**config.mk**
```make
export PLATFORM = sky130hd
export DESIGN_NAME = sbwg_ctrl
export DESIGN_NICKNAME = d
export VERILOG_FILES = /design/src/rtl/sbwg_pkg.sv /design/src/rtl/sbwg_ctrl.sv
export SDC_FILE = /design/constraint.sdc
export NUM_CORES = 1
export LEC_CHECK = 0
export ABC_AREA = 1
export BUFFER_PORTS_ARGS = -buffer_cell sky130_fd_sc_hd__buf_2
export CORE_MARGIN = 2
export CORE_UTILIZATION = 37
export CTS_BUF_LIST = sky130_fd_sc_hd__clkbuf_16
export DETAILED_ROUTE_END_ITERATION = 8
export HOLD_SLACK_MARGIN = 0.08
export PLACE_DENSITY_LB_ADDON = 0.12
export SYNTH_ARGS = -nofsm -noshare
export SYNTH_HDL_FRONTEND = slang
export SYNTH_SLANG_ARGS = --single-unit
```
**constraint.sdc**
```tcl
create_clock -name clk -period 1.6 [get_ports clk]
set_input_delay 0.32 -clock clk [delete_from_list [all_inputs] [get_ports clk]]
set_output_delay 0.32 -clock clk [all_outputs]
set_load 0.01 [all_outputs]
```
**src/rtl/sbwg_pkg.sv**
```systemverilog
// ----------------------------------------------------------------------------
// sbwg_pkg
// Shared types, widths and codes of the spectral bin Wiener gain unit.
// ----------------------------------------------------------------------------
package sbwg_pkg;

  // Number of start frames gathered before the noise estimate is seeded.
  localparam int START_FRAMES = 10;
  localparam int BUF_DEPTH    = 16;
  localparam int IDX_W        = $clog2(BUF_DEPTH);
  localparam int CNT_W        = $clog2(BUF_DEPTH + 1);

  // Field widths.
  localparam int PWR_W   = 16;
  localparam int WGT_W   = 16;
  localparam int FLOOR_W = 17;
  localparam int CFG_W   = 17;
  localparam int ADDR_W  = 2;

  // Divider widths.
  localparam int DVD_W  = 48;
  localparam int DVS_W  = 33;
  localparam int STEP_W = $clog2(DVD_W + 1);

  // Fixed-point constants.
  localparam logic [WGT_W-1:0] ONE_Q15 = 16'd32768;
  localparam logic [32:0]      ONE_Q16 = 33'd65536;

  // Register indexes.
  localparam logic [ADDR_W-1:0] REG_NOISE_SMOOTHING = 2'd0;
  localparam logic [ADDR_W-1:0] REG_SNR_SMOOTHING   = 2'd1;
  localparam logic [ADDR_W-1:0] REG_SNR_FLOOR       = 2'd2;

  // Reset values of the registers.
  localparam logic [WGT_W-1:0]   RST_NOISE_SMOOTHING = 16'd31130;
  localparam logic [WGT_W-1:0]   RST_SNR_SMOOTHING   = 16'd32113;
  localparam logic [FLOOR_W-1:0] RST_SNR_FLOOR       = 17'd5206;

  // Datapath operation codes.
  typedef logic [4:0] op_t;
  localparam op_t OP_NONE      = 5'd0;
  localparam op_t OP_ACCEPT    = 5'd1;
  localparam op_t OP_DIV_INIT  = 5'd2;
  localparam op_t OP_WAIT_INIT = 5'd3;
  localparam op_t OP_RD        = 5'd4;
  localparam op_t OP_LD        = 5'd5;
  localparam op_t OP_SQ        = 5'd6;
  localparam op_t OP_MIXN      = 5'd7;
  localparam op_t OP_NOISE     = 5'd8;
  localparam op_t OP_PASS      = 5'd9;
  localparam op_t OP_DIV_POST  = 5'd10;
  localparam op_t OP_WAIT_POST = 5'd11;
  localparam op_t OP_DIV_PRIOR = 5'd12;
  localparam op_t OP_WAIT_PRIO = 5'd13;
  localparam op_t OP_MIXS      = 5'd14;
  localparam op_t OP_SNR       = 5'd15;
  localparam op_t OP_DIV_GAIN  = 5'd16;
  localparam op_t OP_WAIT_GAIN = 5'd17;
  localparam op_t OP_GAIN      = 5'd18;
  localparam op_t OP_EMIT      = 5'd19;

  typedef struct packed {
    op_t op;
  } cmd_t;

  typedef struct packed {
    logic running;
    logic gather_done;
    logic noise_zero;
    logic div_done;
    logic out_free;
    logic more;
  } status_t;

  // Saturate a 48-bit value to 32 bits.
  function automatic logic [31:0] sat32(input logic [47:0] v);
    logic [31:0] r;
    r = (v[47:32] != 16'd0) ? 32'hFFFF_FFFF : v[31:0];
    return r;
  endfunction

  // Clamp a Q1.15 weight at one.
  function automatic logic [WGT_W-1:0] clamp_w(input logic [WGT_W-1:0] w);
    logic [WGT_W-1:0] r;
    r = (w > ONE_Q15) ? ONE_Q15 : w;
    return r;
  endfunction

endpackage

```
**src/rtl/sbwg_ctrl.sv**
```systemverilog
// ----------------------------------------------------------------------------
// sbwg_ctrl
// Sequencer that steps the datapath through gathering, seeding and filtering.
// ----------------------------------------------------------------------------
module sbwg_ctrl (
  input  logic              clk,
  input  logic              rst_n,
  input  logic              in_tvalid,
  output logic              in_tready,
  input  sbwg_pkg::status_t st,
  output sbwg_pkg::cmd_t    cmd
);

  localparam logic [4:0] ST_IDLE   = 5'd0;
  localparam logic [4:0] ST_DECIDE = 5'd1;
  localparam logic [4:0] ST_DINIT  = 5'd2;
  localparam logic [4:0] ST_WINIT  = 5'd3;
  localparam logic [4:0] ST_RD     = 5'd4;
  localparam logic [4:0] ST_LD     = 5'd5;
  localparam logic [4:0] ST_SQ     = 5'd6;
  localparam logic [4:0] ST_MIXN   = 5'd7;
  localparam logic [4:0] ST_NOISE  = 5'd8;
  localparam logic [4:0] ST_CHK    = 5'd9;
  localparam logic [4:0] ST_WPOST  = 5'd10;
  localparam logic [4:0] ST_DPRIO  = 5'd11;
  localparam logic [4:0] ST_WPRIO  = 5'd12;
  localparam logic [4:0] ST_MIXS   = 5'd13;
  localparam logic [4:0] ST_SNR    = 5'd14;
  localparam logic [4:0] ST_DGAIN  = 5'd15;
  localparam logic [4:0] ST_WGAIN  = 5'd16;
  localparam logic [4:0] ST_GAIN   = 5'd17;
  localparam logic [4:0] ST_EMIT   = 5'd18;

  logic [4:0] state_r, state_nxt;

  assign in_tready = (state_r == ST_IDLE);

  // Next state and command decode.
  always_comb begin
    state_nxt = state_r;
    cmd.op    = sbwg_pkg::OP_NONE;
    unique case (state_r)
      ST_IDLE: begin
        if (in_tvalid) begin
          cmd.op    = sbwg_pkg::OP_ACCEPT;
          state_nxt = ST_DECIDE;
        end
      end
      ST_DECIDE: begin
        if (st.running) begin
          state_nxt = ST_SQ;
        end else if (st.gather_done) begin
          state_nxt = ST_DINIT;
        end else begin
          state_nxt = ST_IDLE;
        end
      end
      ST_DINIT: begin
        cmd.op    = sbwg_pkg::OP_DIV_INIT;
        state_nxt = ST_WINIT;
      end
      ST_WINIT: begin
        cmd.op = sbwg_pkg::OP_WAIT_INIT;
        if (st.div_done) begin
          state_nxt = ST_RD;
        end
      end
      ST_RD: begin
        cmd.op    = sbwg_pkg::OP_RD;
        state_nxt = ST_LD;
      end
      ST_LD: begin
        cmd.op    = sbwg_pkg::OP_LD;
        state_nxt = ST_SQ;
      end
      ST_SQ: begin
        cmd.op    = sbwg_pkg::OP_SQ;
        state_nxt = ST_MIXN;
      end
      ST_MIXN: begin
        cmd.op    = sbwg_pkg::OP_MIXN;
        state_nxt = ST_NOISE;
      end
      ST_NOISE: begin
        cmd.op    = sbwg_pkg::OP_NOISE;
        state_nxt = ST_CHK;
      end
      ST_CHK: begin
        if (st.noise_zero) begin
          cmd.op    = sbwg_pkg::OP_PASS;
          state_nxt = ST_EMIT;
        end else begin
          cmd.op    = sbwg_pkg::OP_DIV_POST;
          state_nxt = ST_WPOST;
        end
      end
      ST_WPOST: begin
        cmd.op = sbwg_pkg::OP_WAIT_POST;
        if (st.div_done) begin
          state_nxt = ST_DPRIO;
        end
      end
      ST_DPRIO: begin
        cmd.op    = sbwg_pkg::OP_DIV_PRIOR;
        state_nxt = ST_WPRIO;
      end
      ST_WPRIO: begin
        cmd.op = sbwg_pkg::OP_WAIT_PRIO;
        if (st.div_done) begin
          state_nxt = ST_MIXS;
        end
      end
      ST_MIXS: begin
        cmd.op    = sbwg_pkg::OP_MIXS;
        state_nxt = ST_SNR;
      end
      ST_SNR: begin
        cmd.op    = sbwg_pkg::OP_SNR;
        state_nxt = ST_DGAIN;
      end
      ST_DGAIN: begin
        cmd.op    = sbwg_pkg::OP_DIV_GAIN;
        state_nxt = ST_WGAIN;
      end
      ST_WGAIN: begin
        cmd.op = sbwg_pkg::OP_WAIT_GAIN;
        if (st.div_done) begin
          state_nxt = ST_GAIN;
        end
      end
      ST_GAIN: begin
        cmd.op    = sbwg_pkg::OP_GAIN;
        state_nxt = ST_EMIT;
      end
      ST_EMIT: begin
        if (st.out_free) begin
          cmd.op    = sbwg_pkg::OP_EMIT;
          state_nxt = st.more ? ST_RD : ST_IDLE;
        end
      end
      default: begin
        state_nxt = ST_IDLE;
      end
    endcase
  end

  always_ff @(posedge clk) begin
    if (!rst_n) begin
      state_r <= ST_IDLE;
    end else begin
      state_r <= state_nxt;
    end
  end

endmodule

```
==> summary.md <==
| Metric | Value |
|---|---|
| Part of the power in registers | `between 10% and 20%` |
| Max Cap Viol | `0` |
| Top post-synthesis cells by area | `nand2_1 (18%), dfxtp_1 (16%), inv_1 (12%), nor2_1 (12%), nand3_1 (11%)` |
| Largest fanout on the critical path | `5` |
| Largest register FFs | `5` |
| GR Util All Layers | `between 20% and 30%` |
| First-pass GRT wire length | `about 3.5 mm` |
| Clk sinks | `5` |
| Post-synth cell types | `22` |
| Regs by FF count | `state_r: 5 flops` |
| Vias in the first global route | `around 800` |
| Final Setup Violations | `5` |
| Highest clock rate | `roughly 600 MHz` |
| Crit end category | `output port` |
| Vias per Instance | `~5.4` |
| Slew headroom | `slightly below 90%` |
| Worst Hold Path EP | `state_r[1]` |
| Failing checks | `setup timing` |
| Final Hold Slack | `337.9 ps` |
| Post-synthesis sequential area ratio | `16.16%` |
| Cell internal pwr | `~1 mW` |
| Non-Filler Instances | `around 160` |
| Pwr dens | `~1800 mW/mm²` |
| Static leakage | `0.5595 nW` |
| Drt initial violations | `28` |
| DP HPWL | `roughly 1.5 mm` |
| Synth area leader | `nand2_1` |
| Final setup margin | `-76.58 ps` |
| Largest Register | `state_r` |
| Setup CP Type | `reg2out` |
| TritonCTS clock tree | `built` |
| Reg2reg end | `state_r[4]` |
| Status | `finished, violations left` |
| Area Growth Syn to Fin | `69.50%` |
| Ant. Diodes | `0` |
| Worst min path class | `in2reg` |
| Port Buf Inserts | `14` |
| Max IR drop VDD | `between 1 and 1.5 mV` |
| Tcrit/Tclk final | `104.8%` |
| Die Y | `approximately 45 µm` |
| Total Neg Setup Slack | `-234.0 ps` |
| Dpl cells | `between 150 and 200` |
| Hold_sp | `rst_n` |
| Fin crit period | `around 1700 ps` |
| Psw | `just under 0.9 mW` |
| Netlist area before placement | `between 600 and 700 µm²` |
| Inserted Clock Buffers | `3` |
| IO Pins | `15` |
| Combinational share of power | `~64%` |
| Post-synthesis cell count | `about 120` |
| WL final | `2.221 mm` |
| Starting Density | `between 40% and 50%` |
| R2r startpoint | `state_r[2]` |
| Syn_area_per_cell | `between 5 and 6 µm²` |
| Reg2Reg Depth | `11` |
| CORE AREA | `0.001541 mm²` |
| Post-synth top area share | `between 10% and 20%` |
| # H-tree levels | `1` |
| Syn nets | `between 100 and 150` |
| Worst-path clk slew | `approximately 30 ps` |
| Clk buf depth | `2` |
| Pin count of the biggest net entering global routing | `8` |
| CP required | `~1300 ps` |
| RSZ-0062 raised after global routing | `yes` |
| CP Launch Type | `register` |
| Nets | `158` |
| Pins over their slew limit | `0` |
| Total number of vias | `887` |
| Die Area | `between 0.002 and 0.0025 mm²` |
| Pre-antenna DRT Iters | `4` |
| Worst slew pin tran | `approximately 190 ps` |
| GPL Wtd Cong | `0.9158` |
| R2R setup slack | `roughly 160 ps` |
| Critical Path AT | `approximately 1400 ps` |
| Routed length per placed instance | `roughly 14 µm` |
| FP Rows | `14` |
| Initial antenna violation count | `0` |
| Chip width | `between 40 and 50 µm` |
| Hold-fix buffers at CTS | `0` |
| Clock Skew | `~0.41 ps` |
| Switching part of the total | `roughly 46%` |
| Layout cells sized above 1 | `about half` |
| Residual DRC | `0` |
| Clk pwr share | `between 20% and 30%` |
| Root Buffer | `clkbuf_16` |
| Yosys reg bits | `5` |
| Yosys warnings | `0` |
| Clk Latency, worst-skew pair | `230 ps` |
| Final hold violation count | `0` |
| Hold Crit Depth | `3` |
| Final ANT Viol Nets | `0` |
| GR Overflow Total | `0` |
## Yosys cell counts
cell type / count
nand3b_1: 1
nand2_1: 29
inv_1: 19
a21boi_0: 1
nor2_1: 19
nor2_2: 2
nand4_1: 3
o21ai_0: 4
a31oi_1: 1
inv_2: 1
buf_6: 1
nand3_2: 1
buf_4: 1
nand2_2: 4
dfxtp_1: 5
o21a_1: 1
o22ai_1: 1
and2_1: 1
a21oi_1: 4
nand3_1: 14
nor2_8: 1
o31ai_1: 1
## metrics by stage
step | utilization (%) | total power, mW | setup slack [ps] | cell area, µm²
2_1_floorplan | - | 0.8098 | 195.6 | 619.3
3_3_place_gp | 51.62 | 1.148 | -24.01 | 795.8
3_5_place_dp | 51.62 | 1.144 | -28.43 | 795.8
4_1_cts | 62.18 | 1.697 | -24.72 | 958.4
5_1_grt | 68.10 | 2.014 | -132.3 | 1050
6_report | 68.10 | 1.890 | -76.58 | 1050
## cells by family (layout without fill, tap and decap cells)
group | Yosys count | after routing | synth area share, %
AND/OR/NAND/NOR | 75 | 75 | 56.57
AO/OA/AOI/OAI | 13 | 13 | 12.12
buffers and inverters | 22 | 55 | 15.15
flip-flops | 5 | 5 | 16.16
## worst max-delay path, cell delays in order (launching register included)
cell and delay (ps):
dfxtp_4 400, inv_4 60, nand2_4 70, inv_2 50, nand2_4 70, a21oi_2 70, a31oi_1 180, nand3b_1 90
buf_2 140
## worst max path at each step
stage,from,to,cells after the start
global placement,state_r[1],cmd[1],7
global route,state_r[2],cmd[0],8
finish,state_r[1],cmd[1],8
CTS,state_r[1],cmd[3],7
detailed placement,state_r[1],cmd[1],7
floorplan,state_r[4],cmd[3],6
## placed cells by master, fill, tap and decap left out, types with 4 or more instances in the layout
cell and count:
nand2_1 24, buf_4 15, buf_2 14, inv_1 13, nor2_1 12, nand3_1 10, nand2_2 6, nor2_2 6
inv_2 6, dfxtp_4 4
## routing by layer
| metal | routed length (µm) | track usage (%) |
|---|---|---|
| met1 | 927 | 29.68 |
| met2 | 1086 | 41.16 |
| met3 | 116 | 2.400 |
| met4 | 91 | 15.88 |
| met5 | 0 | 0 |
## cell type report
type / instances / area [µm²]
Multi-Input combinational cell: 88 / 549.3
Fill cell: 124 / 491.7
Timing Repair Buffer: 31 / 205.2
Sequential cell: 5 / 116.4
Inverter: 20 / 80.08
Clock buffer: 3 / 75.07
Tap cell: 16 / 20.02
Clock inverter: 1 / 3.754
## what timing repair did
| item | in CTS | in global routing |
|---|---|---|
| buffers inserted | 3 | 0 |
| resized for setup | 29 | 24 |
| pin swaps | 8 | 7 |
| setup endpoints to repair | 5 | 8 |
| gates cloned | 0 | 0 |
## power by group through the flow
| stage | sequential, mW | clock, mW | combinational [mW] |
|---|---|---|---|
| final | 0.273 | 0.406 | 1.21 |
| after CTS | 0.243 | 0.409 | 1.05 |
| after global routing | 0.279 | 0.418 | 1.32 |
| after detailed placement | 0.218 | 0 | 0.926 |
| after floorplan | 0.215 | 0 | 0.595 |
| after global placement | 0.217 | 0 | 0.931 |
No activity file was read; power rests on OpenSTA's default activity.
